`src/rtl/core/dda_pkg.sv`:
```
// Package: shared types, microcode table and constants for the DDA line rasterizer.
package dda_pkg;

  localparam int COORD_W = 6;
  localparam int COLOR_W = 32;
  localparam int PC_W    = 2;

  typedef logic [COORD_W-1:0] coord_t;
  typedef logic [COLOR_W-1:0] color_t;
  typedef logic [PC_W-1:0]    pc_t;

  // Microprogram step addresses
  localparam pc_t STEP_WAIT = 2'd0;
  localparam pc_t STEP_SPAN = 2'd1;
  localparam pc_t STEP_INIT = 2'd2;
  localparam pc_t STEP_EMIT = 2'd3;

  // Jump conditions; when the condition is false the step counter holds
  typedef enum logic [1:0] {
    COND_ALWAYS,
    COND_IN_FIRE,
    COND_LINE_DONE
  } cond_t;

  // Datapath controls carried by one control word
  typedef struct packed {
    logic in_ready;
    logic load_in;
    logic calc_span;
    logic init_acc;
    logic out_valid;
    logic step_acc;
  } ctl_t;

  // Status returned to the sequencer
  typedef struct packed {
    logic in_fire;
    logic out_fire;
    logic is_last;
  } stat_t;

  typedef struct packed {
    ctl_t  ctl;
    cond_t cond;
    pc_t   target;
  } uword_t;

  function automatic uword_t ucode(input pc_t pc);
    uword_t w;
    w = '0;
    case (pc)
      STEP_WAIT: begin
        w.ctl.in_ready  = 1'b1;
        w.ctl.load_in   = 1'b1;
        w.cond          = COND_IN_FIRE;
        w.target        = STEP_SPAN;
      end
      STEP_SPAN: begin
        w.ctl.calc_span = 1'b1;
        w.cond          = COND_ALWAYS;
        w.target        = STEP_INIT;
      end
      STEP_INIT: begin
        w.ctl.init_acc  = 1'b1;
        w.cond          = COND_ALWAYS;
        w.target        = STEP_EMIT;
      end
      STEP_EMIT: begin
        w.ctl.out_valid = 1'b1;
        w.ctl.step_acc  = 1'b1;
        w.cond          = COND_LINE_DONE;
        w.target        = STEP_WAIT;
      end
      default: begin
        w.cond          = COND_ALWAYS;
        w.target        = STEP_WAIT;
      end
    endcase
    return w;
  endfunction

endpackage

```
`src/rtl/core/dda_req_if.sv`:
```
// Interface: line request channel (start, end, color).
interface dda_req_if;
  logic            valid;
  logic            ready;
  dda_pkg::coord_t x_start;
  dda_pkg::coord_t y_start;
  dda_pkg::coord_t x_end;
  dda_pkg::coord_t y_end;
  dda_pkg::color_t color;

  modport source (output valid, x_start, y_start, x_end, y_end, color, input ready);
  modport sink   (input valid, x_start, y_start, x_end, y_end, color, output ready);
endinterface

```
`src/rtl/core/dda_pix_if.sv`:
```
// Interface: pixel output channel.
interface dda_pix_if;
  logic            valid;
  logic            ready;
  dda_pkg::coord_t pixel_x;
  dda_pkg::coord_t pixel_y;
  dda_pkg::color_t pixel_color;
  logic            last;

  modport source (output valid, pixel_x, pixel_y, pixel_color, last, input ready);
  modport sink   (input valid, pixel_x, pixel_y, pixel_color, last, output ready);
endinterface

```
`src/rtl/core/dda_seq.sv`:
```
// Module: microcode sequencer, step counter plus control ROM with conditional jumps.
module dda_seq (
  input  logic          clk,
  input  logic          rst,
  input  dda_pkg::stat_t stat,
  output dda_pkg::ctl_t  ctl
);

  dda_pkg::pc_t    pc;
  dda_pkg::pc_t    pc_next;
  dda_pkg::uword_t word;
  logic            taken;

  always_comb begin
    word = dda_pkg::ucode(pc);
    case (word.cond)
      dda_pkg::COND_ALWAYS:    taken = 1'b1;
      dda_pkg::COND_IN_FIRE:   taken = stat.in_fire;
      dda_pkg::COND_LINE_DONE: taken = stat.out_fire && stat.is_last;
      default:                 taken = 1'b1;
    endcase
    // hold the step until its condition is met
    pc_next = taken ? word.target : pc;
    ctl     = word.ctl;
  end

  always_ff @(posedge clk) begin
    if (rst) begin
      pc <= dda_pkg::STEP_WAIT;
    end else begin
      pc <= pc_next;
    end
  end

endmodule

```
`src/rtl/core/dda_datapath.sv`:
```
// Module: DDA datapath, coordinate clamp, span, and remainder accumulators.
module dda_datapath #(
  parameter int MAX_COORD = 63
) (
  input  logic            clk,
  input  dda_pkg::ctl_t   ctl,
  input  logic            in_fire,
  input  logic            out_fire,
  input  dda_pkg::coord_t x_start,
  input  dda_pkg::coord_t y_start,
  input  dda_pkg::coord_t x_end,
  input  dda_pkg::coord_t y_end,
  input  dda_pkg::color_t color,
  output dda_pkg::coord_t pixel_x,
  output dda_pkg::coord_t pixel_y,
  output dda_pkg::color_t pixel_color,
  output logic            is_last
);

  localparam dda_pkg::coord_t CMAX = dda_pkg::coord_t'(MAX_COORD);

  dda_pkg::coord_t xs, ys, xe, ye;
  dda_pkg::color_t col;
  dda_pkg::coord_t adx, ady, steps, px, py, rx, ry, k;
  logic            x_neg, y_neg;

  dda_pkg::coord_t     s_max;
  logic [dda_pkg::COORD_W:0] sum_x, sum_y;
  logic                x_carry, y_carry;

  function automatic dda_pkg::coord_t clamp(input dda_pkg::coord_t v);
    return (v > CMAX) ? CMAX : v;
  endfunction

  always_comb begin
    s_max   = (adx > ady) ? adx : ady;
    sum_x   = {1'b0, rx} + {1'b0, adx};
    sum_y   = {1'b0, ry} + {1'b0, ady};
    x_carry = sum_x >= {1'b0, steps};
    y_carry = sum_y >= {1'b0, steps};
    is_last = (k == steps);
  end

  always_ff @(posedge clk) begin
    if (ctl.load_in && in_fire) begin
      xs  <= clamp(x_start);
      ys  <= clamp(y_start);
      xe  <= clamp(x_end);
      ye  <= clamp(y_end);
      col <= color;
    end
    if (ctl.calc_span) begin
      x_neg <= xe < xs;
      y_neg <= ye < ys;
      adx   <= (xe < xs) ? xs - xe : xe - xs;
      ady   <= (ye < ys) ? ys - ye : ye - ys;
    end
    if (ctl.init_acc) begin
      // a negative span rounds toward minus infinity: bias the remainder by steps-1
      steps <= s_max;
      px    <= xs;
      py    <= ys;
      rx    <= x_neg ? s_max - 1'b1 : '0;
      ry    <= y_neg ? s_max - 1'b1 : '0;
      k     <= '0;
    end
    if (ctl.step_acc && out_fire && !is_last) begin
      k <= k + 1'b1;
      if (x_carry) begin
        rx <= dda_pkg::coord_t'(sum_x - {1'b0, steps});
        px <= x_neg ? px - 1'b1 : px + 1'b1;
      end else begin
        rx <= sum_x[dda_pkg::COORD_W-1:0];
      end
      if (y_carry) begin
        ry <= dda_pkg::coord_t'(sum_y - {1'b0, steps});
        py <= y_neg ? py - 1'b1 : py + 1'b1;
      end else begin
        ry <= sum_y[dda_pkg::COORD_W-1:0];
      end
    end
  end

  assign pixel_x     = px;
  assign pixel_y     = py;
  assign pixel_color = col;

endmodule

```
`src/rtl/core/dda_line_rasterizer.sv`:
```
// Top level: DDA line rasterizer, microcoded sequencer driving the span datapath.
// Takes one line request (start point, end point, color) on req and emits its
// pixels on pix in order, one transaction per pixel, with last set on the final
// pixel. The step count S is the larger of the absolute x and y spans and S+1
// pixels result (one pixel for a zero-length line); coordinates above MAX_COORD
// are saturated to MAX_COORD first. Positions are tracked exactly with
// remainder accumulators, so pixel k is start + floor(k*span/S). One line is
// handled at a time: a request passes through the setup steps capture, span
// and init, and then S+1 pixels follow at one pixel per cycle while pix.ready
// stays high. The emit step of the microprogram, which advances both
// accumulators once per accepted pixel, sets that rate.
module dda_line_rasterizer #(
  parameter int MAX_COORD = 63
) (
  input  logic      clk,
  input  logic      rst,
  dda_req_if.sink   req,
  dda_pix_if.source pix
);

  dda_pkg::ctl_t  ctl;
  dda_pkg::stat_t stat;
  logic           is_last;

  // handshake qualifiers come straight from the current control word
  assign req.ready     = ctl.in_ready;
  assign pix.valid     = ctl.out_valid;
  assign pix.last      = is_last;
  assign stat.in_fire  = req.valid && ctl.in_ready;
  assign stat.out_fire = ctl.out_valid && pix.ready;
  assign stat.is_last  = is_last;

  dda_seq u_seq (
    .clk  (clk),
    .rst  (rst),
    .stat (stat),
    .ctl  (ctl)
  );

  dda_datapath #(
    .MAX_COORD (MAX_COORD)
  ) u_dp (
    .clk         (clk),
    .ctl         (ctl),
    .in_fire     (stat.in_fire),
    .out_fire    (stat.out_fire),
    .x_start     (req.x_start),
    .y_start     (req.y_start),
    .x_end       (req.x_end),
    .y_end       (req.y_end),
    .color       (req.color),
    .pixel_x     (pix.pixel_x),
    .pixel_y     (pix.pixel_y),
    .pixel_color (pix.pixel_color),
    .is_last     (is_last)
  );

  // one line at a time: never accept a request while a pixel is offered
  a_one_line: assert property (@(posedge clk) disable iff (rst)
    !(req.ready && pix.valid))
    else $error("request accepted while pixels pending");

  // an accepted request blocks further requests next cycle
  a_req_block: assert property (@(posedge clk) disable iff (rst)
    (req.valid && req.ready) |=> !req.ready)
    else $error("request channel reopened too early");

  // the final pixel ends the line
  a_last_ends: assert property (@(posedge clk) disable iff (rst)
    (pix.valid && pix.ready && pix.last) |=> (!pix.valid && req.ready))
    else $error("pixels continue past last");

  // a non-final pixel is followed by another pixel
  a_continue: assert property (@(posedge clk) disable iff (rst)
    (pix.valid && pix.ready && !pix.last) |=> pix.valid)
    else $error("line ended without last");

endmodule
```
`src/flat_wrapper.sv`:
```
// flat-port wrapper written by rule: the top's interface ports become plain ports
module dda_line_rasterizer_flat 
#(
  parameter int MAX_COORD = 63
)
  (clk, rst, req_valid, req_x_start, req_y_start, req_x_end, req_y_end, req_color, req_ready, pix_valid, pix_pixel_x, pix_pixel_y, pix_pixel_color, pix_last, pix_ready);
  dda_req_if req_i ();
  dda_pix_if pix_i ();
  input  logic clk;
  input  logic rst;
  input wire logic [$bits(req_i.valid)-1:0] req_valid;
  input wire logic [$bits(req_i.x_start)-1:0] req_x_start;
  input wire logic [$bits(req_i.y_start)-1:0] req_y_start;
  input wire logic [$bits(req_i.x_end)-1:0] req_x_end;
  input wire logic [$bits(req_i.y_end)-1:0] req_y_end;
  input wire logic [$bits(req_i.color)-1:0] req_color;
  output wire logic [$bits(req_i.ready)-1:0] req_ready;
  output wire logic [$bits(pix_i.valid)-1:0] pix_valid;
  output wire logic [$bits(pix_i.pixel_x)-1:0] pix_pixel_x;
  output wire logic [$bits(pix_i.pixel_y)-1:0] pix_pixel_y;
  output wire logic [$bits(pix_i.pixel_color)-1:0] pix_pixel_color;
  output wire logic [$bits(pix_i.last)-1:0] pix_last;
  input wire logic [$bits(pix_i.ready)-1:0] pix_ready;
  assign req_i.valid = req_valid;
  assign req_i.x_start = req_x_start;
  assign req_i.y_start = req_y_start;
  assign req_i.x_end = req_x_end;
  assign req_i.y_end = req_y_end;
  assign req_i.color = req_color;
  assign req_ready = req_i.ready;
  assign pix_valid = pix_i.valid;
  assign pix_pixel_x = pix_i.pixel_x;
  assign pix_pixel_y = pix_i.pixel_y;
  assign pix_pixel_color = pix_i.pixel_color;
  assign pix_last = pix_i.last;
  assign pix_i.ready = pix_ready;
  dda_line_rasterizer #(.MAX_COORD(MAX_COORD)) u_core (.clk(clk), .rst(rst), .req(req_i), .pix(pix_i));
endmodule
```
`config.mk`:
```
export PLATFORM = sky130hd
export DESIGN_NAME = dda_line_rasterizer_flat
export DESIGN_NICKNAME = d
export VERILOG_FILES = /design/src/rtl/core/dda_pkg.sv /design/src/rtl/core/dda_req_if.sv /design/src/rtl/core/dda_pix_if.sv /design/src/rtl/core/dda_seq.sv /design/src/rtl/core/dda_datapath.sv /design/src/rtl/core/dda_line_rasterizer.sv /design/src/flat_wrapper.sv
export SDC_FILE = /design/constraint.sdc
export NUM_CORES = 1
export LEC_CHECK = 0
export ABC_AREA = 1
export BUFFER_PORTS_ARGS = -buffer_cell sky130_fd_sc_hd__buf_2
export CAP_MARGIN = 10
export CORE_MARGIN = 4
export CORE_UTILIZATION = 40
export DETAILED_ROUTE_END_ITERATION = 8
export PLACE_DENSITY = 0.61
export SETUP_SLACK_MARGIN = 0.15
export SLEW_MARGIN = 30
export SYNTH_ARGS = -nofsm -noshare
export SYNTH_HDL_FRONTEND = slang
export SYNTH_SLANG_ARGS = --single-unit
```
`constraint.sdc`:
```
create_clock -name clk -period 3.7 [get_ports clk]
set_input_delay 0.37 -clock clk [delete_from_list [all_inputs] [get_ports clk]]
set_output_delay 0.37 -clock clk [all_outputs]
set_load 0.005 [all_outputs]
```
==> summary.txt, run 1 <==
STA
  – Relative slew slack: around two fifths
  – Actual slew at the worst max-slew pin: 880 ps
  – Unrepaired setup endpoints after global routing: false
  – Period utilization: approximately 87%
  – Fin Setup TNS: 0 ps
  – Slew Limit Fails: 0
  – Hold Vio Cnt, Final: 0
  – Final Setup Violations: 0
  – Fin crit period: between 3000 and 4000 ps
  – Final WS setup: 494 ps
  – Setup Skew: 10.2 ps
  – Max frequency: 0.312 GHz

Worst setup path
  – CP Class: flip-flop to flip-flop
  – Crit Path Max Fanout: 12
  – Worst Path Required: between 3000 and 4000 ps
  – Setup crit end kind: flip-flop
  – Top cell by count, worst path: inv_1
  – Top Family by Delay on Critical Path: adder cells
  – Buf/Inv on CP: 6
  – CP Cell Sequence: ha_1, inv_1, fa_1, inv_1, a31o_2, xor2_1, inv_1, ha_1, nand2_1, inv_1, nand4_1, o211ai_2, inv_2, nand2_1, nand2_1, nand2_2, inv_1, nor2_1, o21ai_1
  – Slowest stage delay, CP: a little under 400 ps
  – Critical path's slowest cell: edfxtp_1
  – WP data arrival: roughly 3300 ps
  – Startpoint types: flip-flop

Global routing
  – Antenna violations before repair: 0
  – Vias in the first global route: 4856
  – GRT Total Usage: 14.8%
  – GRT met1 Usage: 18.8%
  – GRT met3 Usage: 4.80%
  – GRT overflow: 0
  – Busiest grt layer: met2
  – Largest net degree at the start of global routing: 30
  – First-pass GRT wire length: 23200 um
  – GR Util met2: 24.0%

CTS
  – Clock tree sinks: 108
  – Setup Fix Bufs, Post-CTS: 0
  – Clock Pin Slew Worst Setup and Hold Paths: 80 ps
  – Post-CTS Hold Buffers: 0
  – Total CTS buffers: 9
  – H-tree depth: 3
  – Worst-Skew Late Latency: between 300 and 400 ps
  – Root buffer cell: clkbuf_16
  – Max Buffers Root-to-Sink: 2
  – TritonCTS clock tree: yes
  – Post-cts sizing count: 0

Placed design
  – Port buffer count: 106
  – Pre-CTS setup slack: between 500 and 600 ps
  – DP Wirelength: 11100 um
  – Final GP Congestion: 0.850
  – Placed instance area: 7480 um2

Layout
  – Commonest non-fill, non-tap cell in the layout: nand2_1
  – Final non-filler cell area: 7770 um2
  – Fraction of layout cells with a size suffix above 1: between 20% and 30%
  – Final nets: 930
  – Post-layout util: 46.7%
  – N_diodes: 0
  – Syn-to-layout area delta: 14.2%
  – Most frequent cells in the layout: 143 x nand2_1, 106 x buf_2, 104 x inv_1, 94 x edfxtp_1, 66 x ha_1

Route
  – DR WL/cell: between 10 and 15 um
  – Via/cell ratio: 4.72
  – Detail Route Antenna Nets: 0
  – Drt pass-1 iters: 4
  – Iteration-0 DRC Markers: 161
  – Final WL: 13800 um
  – Via count: ~4800
  – Drt drc: 0

Synthesis
  – Post-Syn Area: 6800 um2
  – Register area share after synthesis: between 40% and 50%
  – Syn_area_per_cell: 9.64 um2
  – Synth cell types: 45
  – Syn nets: 842
  – Mapped Cells: 706
  – FF+latch count, synth: 108
  – Synth warn: 0

Floorplanning
  – Core Footprint: 16600 um2
  – Initial Util: 40.9%
  – Site row count: 47
  – Die area: 19200 um2
  – Die Width: ~140 um
  – Die height: between 100 and 150 um
  – Io pins: 107

Run status
  – Status: finished clean

Min path
  – HP Class: primary input to flip-flop

Job
  – Max cap viols: 0
state kept, by name, indices dropped and copies added, names as in the netlist, 2 cells and up:
name / cells
u_core.u_dp.adx: 6
u_core.u_dp.pixel_y: 6
u_core.u_dp.k: 6
u_core.u_dp.xe: 6
u_core.u_dp.ys: 6
u_core.u_dp.ye: 6
u_core.u_seq.pc: 2
u_core.u_dp.ady: 6
u_core.u_dp.xs: 6
u_core.u_dp.pixel_x: 6
u_core.u_dp.pixel_color: 32
u_core.u_dp.steps: 6
u_core.u_dp.ry: 6
u_core.u_dp.rx: 6
worst reg2reg max path: stages (launching register included):
cell and delay (ps):
edfxtp_1 390, ha_1 210, inv_1 70, fa_1 390, inv_1 90, a31o_2 150
xor2_1 210, inv_1 70, ha_1 350, nand2_1 100, inv_1 60, nand4_1 100
o211ai_2 110, inv_2 40, nand2_1 50, nand2_1 50, nand2_2 230, inv_1 100
nor2_1 110, o21ai_1 80
cells by family after synthesis:
logic type / after synthesis / share of synthesized area [%]
mux: 2 / 0.294
fa+ha+maj: 76 / 15.1
compound gates: 93 / 8.64
buf+inv: 146 / 8.53
flops: 108 / 45.6
xor+xnor: 38 / 4.89
simple gates: 243 / 16.9
worst paths after layout:
| path | slack, ps | end | cells after the start | start |
|---|---|---|---|---|
| hold / removal | 180 | u_core.u_dp.ye[3] | 1 | req_y_end[3] |
| setup / recovery | 490 | u_core.u_dp.ry[1] | 19 | u_core.u_dp.ady[0] |
| hold reg to reg | 510 | u_core.u_dp.pixel_x[0] | 1 | u_core.u_dp.pixel_x[0] |
| setup reg to reg | 490 | u_core.u_dp.ry[1] | 19 | u_core.u_dp.ady[0] |
metal layers:
metal  vias up  share of wire [%]
met2       125                 46
met3        16                7.6
met4         0                1.5
met1      2172                 45
met5         -                  0
li1       2501                  -
cells in the mapped netlist (all sizes together):
library cell | instances | area share (%)
fa | 10 | 2.9
a211oi | 2 | 0.22
o211ai | 6 | 1.1
or3 | 1 | 0.092
nor2 | 34 | 2.4
buf | 6 | 0.70
a31o | 2 | 0.26
or2 | 1 | 0.092
clkinv | 1 | 0.055
a21oi | 29 | 2.2
nor4 | 1 | 0.31
nor3b | 1 | 0.18
o22ai | 1 | 0.092
ha | 66 | 12
a31oi | 6 | 0.55
inv | 114 | 6.4
dfxtp | 14 | 4.1
clkbuf | 25 | 1.4
nand2 | 159 | 9.7
a21o | 6 | 0.66
nor3 | 4 | 0.29
nand3 | 32 | 2.9
edfxtp | 94 | 41
xnor2 | 18 | 2.3
nand4 | 10 | 0.92
o21ai | 36 | 2.9
xor2 | 20 | 2.6
a221oi | 2 | 0.26
o21bai | 3 | 0.39
mux2i | 2 | 0.29
cell type report:
cell class | instances | area, um2
fill | 1569 | 8870
clock buffer | 10 | 229
timing repair buffer | 108 | 546
tap | 220 | 275
sequential | 108 | 3100
clock inverter | 6 | 56.3
multi-input combinational | 452 | 3120
inverter | 115 | 439
metrics by stage:
step / std cells / hold slack, ps
2_1_floorplan: 706 / 442
3_3_place_gp: 1003 / 487
5_1_grt: 1019 / 166
6_report: 1019 / 182
4_1_cts: 1019 / 166
3_5_place_dp: 1003 / 487
Power of run 1 is not shown: default switching activity piles up to over one toggle a cycle in this logic, so the estimate is an artifact.
==> run 2, diff against run 1 <==
CORE_MARGIN = 2   (was 4)
==> run 2 against run 1 <==
- cell count about the same
- register-to-register slack got worse by 50 ps
- via count increased by 1.5%
- setup slack got worse by 52 ps
- clock-buffer cell count unchanged
- utilization increased by 0.20 points
- first-iteration DRC count increased by 39%
- fmax decreased by 1.6%
- routed wire length increased by 2.7%
- die area decreased by 5.7%
- flip-flop and latch count unchanged
- design area about the same
==> summary.txt, run 2 (synthesized netlist as in run 1, its figures left out) <==
CTS
  – Clock tree sinks: 108 (unchanged)
  – Setup Fix Bufs, Post-CTS: 0 (unchanged)
  – Root buffer cell: clkbuf_16
  – Clock Pin Slew Worst Setup and Hold Paths: 80 ps (about the same)
  – Worst-Skew Late Latency: 360 ps (about the same)
  – TritonCTS clock tree: yes
  – Total CTS buffers: 9 (unchanged)
  – Post-CTS Hold Buffers: 0 (unchanged)
  – Post-cts sizing count: 0 (unchanged)
  – H-tree depth: 3 (unchanged)
  – Max Buffers Root-to-Sink: 2 (unchanged)

Worst setup path
  – FF-to-FF path depth: 18 (-1)
  – Crit Path Max Fanout: 12 (unchanged)
  – R2r endpoint: u_core.u_dp.ry[5]
  – CP Class: flip-flop to flip-flop
  – Reg2reg start: u_core.u_dp.ady[0]
  – Setup crit end kind: flip-flop
  – Startpoint types: flip-flop
  – WP data arrival: 3370 ps (+50 ps)
  – Reg2Reg Setup Slack: 440 ps (-50 ps)
  – Worst Path Required: 3810 ps (about the same)

STA
  – Fin crit period: 3260 ps (+51.6 ps)
  – Setup Skew: 13.8 ps (+3.54 ps)
  – Actual slew at the worst max-slew pin: 878 ps (-2.38 ps)
  – Unrepaired setup endpoints after global routing: false
  – Final WS setup: 443 ps (-51.6 ps)
  – Period utilization: 88.0% (+1.4 points)
  – Slew Limit Fails: 0 (unchanged)
  – Fin Setup TNS: 0 ps (unchanged)
  – Final Setup Violations: 0 (unchanged)
  – Hold Vio Cnt, Final: 0 (unchanged)
  – Relative slew slack: 41.3% (+0.16 points)
  – Max frequency: 0.307 GHz (-1.6%)

Floorplanning
  – Site row count: 47 (unchanged)
  – Die Width: 134 um (-2.9%)
  – Io pins: 107 (unchanged)
  – Die area: 18100 um2 (-5.7%)
  – Die height: 134 um (-2.9%)
  – Core Footprint: 16600 um2 (-0.35%)
  – Initial Util: 41.0% (+0.14 points)

Placed design
  – Placed instance area: 7490 um2 (+0.10%)
  – Final GP Congestion: 0.850 (about the same)
  – Port buffer count: 106 (unchanged)
  – Pre-CTS setup slack: 515 ps (-18.0 ps)
  – DP Wirelength: 11300 um (+2.4%)

Layout
  – Final non-filler cell area: 7770 um2 (about the same)
  – Fillers: 1646 (+4.9%)
  – Commonest non-fill, non-tap cell in the layout: nand2_1
  – Fraction of layout cells with a size suffix above 1: 22.0% (+0.098 points)
  – Final nets: 931 (+0.11%)
  – Number of flip-flops in the largest register: 32 (unchanged)
  – Most frequent cells in the layout: 143 x nand2_1, 106 x buf_2, 104 x inv_1, 94 x edfxtp_1, 66 x ha_1
  – Footprint of the multi-input gates: 3120 um2 (unchanged)
  – Syn-to-layout area delta: 14.3% (about the same)
  – N_diodes: 0 (unchanged)
  – Register area: 3100 um2 (unchanged)

Route
  – Drt pass-1 iters: 5 (+1)
  – Iteration-0 DRC Markers: 223 (+39%)
  – DR WL/cell: 13.9 um (+2.6%)
  – Detail Route Antenna Nets: 0 (unchanged)
  – Via count: 4886 (+1.5%)
  – Drt drc: 0 (unchanged)
  – Final WL: 14200 um (+2.7%)
  – Via/cell ratio: 4.79 (+1.4%)

Min path
  – Hold EP: u_core.u_dp.ys[1]
  – Hold_sp: req_y_start[1]
  – Hold path depth: 1 (unchanged)
  – HP Class: primary input to flip-flop

Global routing
  – Vias in the first global route: 4884 (+0.58%)
  – First-pass GRT wire length: 23400 um (+0.77%)
  – GRT Total Usage: 16.5% (+1.7 points)
  – Largest net degree at the start of global routing: 32 (+6.7%)
  – GRT overflow: 0 (unchanged)
  – Antenna violations before repair: 0 (unchanged)

Job
  – Max cap viols: 0 (unchanged)

Run status
  – Status: finished clean
run 2: cell count changes in the layout (fill, tap and decap cells not counted):
| cell | before | now |
|---|---|---|
| buf_4 | 2 | 3 |
| inv_8 | 2 | 1 |
| clkinv_4 | 1 | 2 |
run 2: area by class of cell:
class	count	area share (%)
well taps	220	3.54
flip-flops and latches	108	39.9
clock inverters	6	0.692
inverters	115	5.65
multi-input cells	452	40.1
clock buffers	10	2.95
repair buffers	109	7.12
run 2: layer usage:
layer	up-vias	track usage, %	share of wire, %
met5	-	0	0
met3	17	4.08	7.3
met1	2207	21.2	45
met4	0	5.32	1.7
met2	159	27.2	46
li1	2503	-	-
run 2: critical path: stages (launching register included):
cell	delay, ps
edfxtp_1	400
ha_1	220
inv_1	70
fa_1	400
inv_1	110
a31o_2	160
xor2_1	230
inv_1	80
ha_1	340
a21oi_1	210
o211ai_2	150
inv_2	60
nand2_1	40
nand2_1	60
nand2_2	180
nand2_1	120
o21ai_0	90
nand2_1	70
nand2_1	50
run 2: stage by stage:
step / hold WS (ps) / cells / util [%]
floorplan: 442 / 706 / -
global placement: 477 / 1004 / 45.2
detailed placement: 501 / 1004 / 45.2
CTS: 164 / 1020 / 46.9
global route: 168 / 1020 / 46.9
finish: 178 / 1020 / 46.9
run 2: worst max-delay path by stage:
stage                     cells past startpoint  slack [ps]               start           endpoint
after floorplan                              21         850  u_core.u_dp.ady[0]  u_core.u_dp.ry[5]
after global placement                       19         660  u_core.u_dp.ady[0]  u_core.u_dp.ry[1]
after detailed placement                     19         520  u_core.u_dp.ady[0]  u_core.u_dp.ry[1]
after CTS                                    18         490  u_core.u_dp.ady[0]  u_core.u_dp.ry[5]
after global routing                         20         220  u_core.u_dp.ady[0]  u_core.u_dp.ry[5]
final                                        18         440  u_core.u_dp.ady[0]  u_core.u_dp.ry[5]
Power of run 2 is left out for the same reason.
==> run 3, diff against run 2 <==
CELL_PAD_IN_SITES_DETAIL_PLACEMENT = 1   (was default)
CELL_PAD_IN_SITES_GLOBAL_PLACEMENT = 1   (was default)
GPL_TIMING_DRIVEN = 0   (was default)
PLACE_DENSITY = 0.75   (was 0.61)
==> run 3 against run 2 <==
- utilization increased by 0.24 points
- die area unchanged
- routed wire length increased by 17%
- design area increased by 0.52%
- via count increased by 4.7%
- global-route usage increased by 3.0 points
- clock skew decreased by 5.7 ps
- non-clock buffer count increased by 6
==> summary.txt, run 3 (synthesized netlist as in run 1, its figures left out) <==
STA
  – Unrepaired setup endpoints after global routing: false
  – Slew Limit Fails: 0 (unchanged)
  – Hold Vio Cnt, Final: 0 (unchanged)
  – Max frequency: 0.303 GHz (-1.3%)
  – Period utilization: 89.2% (+1.2 points)
  – Setup Skew: 8.09 ps (-5.69 ps)
  – Fin Setup TNS: 0 ps (unchanged)
  – Final Setup Violations: 0 (unchanged)
  – Actual slew at the worst max-slew pin: 868 ps (-10.6 ps)
  – Fin crit period: 3300 ps (+43.3 ps)
  – Relative slew slack: 42.0% (+0.71 points)

Global routing
  – Vias in the first global route: 5798 (+19%)
  – Largest net degree at the start of global routing: 57 (+78%)
  – GRT Total Usage: 19.4% (+3.0 points)
  – Antenna violations before repair: 0 (unchanged)
  – GRT overflow: 0 (unchanged)
  – First-pass GRT wire length: 27700 um (+18%)

Worst setup path
  – Startpoint types: flip-flop
  – CP Class: flip-flop to flip-flop
  – Worst Path Required: 3810 ps (about the same)
  – WP data arrival: 3410 ps (+40 ps)
  – FF-to-FF path depth: 21 (+3)
  – Crit Path Max Fanout: 10 (-2)
  – Setup crit end kind: flip-flop

Run status
  – Status: finished clean

CTS
  – H-tree depth: 3 (unchanged)
  – Root buffer cell: clkbuf_16
  – Clock tree sinks: 108 (unchanged)
  – TritonCTS clock tree: yes
  – Worst-Skew Late Latency: 360 ps (about the same)
  – Max Buffers Root-to-Sink: 2 (unchanged)
  – Total CTS buffers: 9 (unchanged)
  – Post-CTS Hold Buffers: 0 (unchanged)
  – Clock Pin Slew Worst Setup and Hold Paths: 80 ps (about the same)

Placed design
  – DP Wirelength: 13500 um (+19%)
  – Final GP Congestion: 0.888 (+4.5%)
  – Port buffer count: 82 (-23%)

Route
  – Drt pass-1 iters: 4 (-1)
  – Drt drc: 0 (unchanged)
  – Via/cell ratio: 4.99 (+4.1%)
  – DR WL/cell: 16.2 um (+17%)
  – Via count: 5116 (+4.7%)
  – Detail Route Antenna Nets: 0 (unchanged)
  – Iteration-0 DRC Markers: 175 (-22%)
  – Final WL: 16700 um (+17%)

Floorplanning
  – Initial Util: 41.0% (unchanged)
  – Site row count: 47 (unchanged)
  – Die area: 18100 um2 (unchanged)
  – Die Width: 134 um (unchanged)
  – Io pins: 107 (unchanged)
  – Core Footprint: 16600 um2 (unchanged)
  – Die height: 134 um (unchanged)

Min path
  – Hold path depth: 1 (unchanged)
  – HP Class: primary input to flip-flop

Layout
  – N_diodes: 0 (unchanged)
  – Syn-to-layout area delta: 14.8%
  – Most frequent cells in the layout: 143 x nand2_1, 104 x inv_1, 94 x edfxtp_1, 84 x buf_2, 66 x ha_1
  – Final nets: 937 (+0.64%)
  – Fraction of layout cells with a size suffix above 1: 19.4% (-2.6 points)
  – Commonest non-fill, non-tap cell in the layout: nand2_1
  – Number of flip-flops in the largest register: 32 (unchanged)

Job
  – Max cap viols: 0 (unchanged)
-- run 3: cell types whose count changed in the layout (fill, tap and decap cells not counted), sizes merged --
cell      delta
clkbuf      +25
buf         -19
clkinv       +2
clkinvlp     -1
inv          -1
-- run 3: metrics by stage --
step | hold slack, ps | cells | utilization [%] | instance area, um2 | setup slack (ps)
after floorplan | 442 | 706 | - | 6800 | 846
after global placement | 475 | 1008 | 45.2 | 7490 | 441
after detailed placement | 507 | 1009 | 45.3 | 7520 | 336
after CTS | 163 | 1025 | 47.1 | 7800 | 323
after global routing | 167 | 1026 | 47.1 | 7810 | 167
final | 171 | 1026 | 47.1 | 7810 | 399
-- run 3: worst paths after layout --
path,to,slack (ps),startpoint
min reg2reg,u_core.u_dp.pixel_x[0],520,u_core.u_dp.pixel_x[0]
max,u_core.u_dp.ry[5],400,u_core.u_dp.ady[0]
min,u_core.u_dp.ye[1],170,req_y_end[1]
max reg2reg,u_core.u_dp.ry[5],400,u_core.u_dp.ady[0]
-- run 3: layout make-up --
class | count | area, um2
buffer | 31 | 141
fill | 1945 | 8770
sequential | 108 | 3100
timing repair buffer | 84 | 445
clock inverter | 6 | 57.6
inverter | 115 | 442
multi-input combinational | 452 | 3120
clock buffer | 10 | 229
tap | 220 | 275
-- run 3: timing repair --
item                                    CTS  global route
resized for setup                         0             0
buffers inserted                          0             1
endpoints found under the setup margin    0             3
-- run 3: critical path, cell delays in order, from the launching register on --
cell and delay [ps]:
edfxtp_1 370, ha_1 230, inv_1 70, fa_1 400, inv_1 100, a31o_2 160, xor2_1 190, inv_1 80
ha_1 340, nand2_1 130, inv_1 50, nand4_1 90, o211ai_2 120, inv_2 60, nand2_1 40, nand2_1 70
nand2_2 100, buf_6 160, nand2_1 50, o21ai_0 100, nand2_1 90, nand2_1 70
-- run 3: metal layers --
metal  part of all wire [%]  wire, um  GRT usage (%)  vias to the layer above
li1                       -         -              -                     2505
met1                     41      6860           21.7                     2459
met2                     52      8640           35.9                      128
met3                    4.9       824           4.91                       24
met4                    2.0       335           6.43                        0
met5                      0         0              0                        -
Power of run 3 is left out for the same reason.
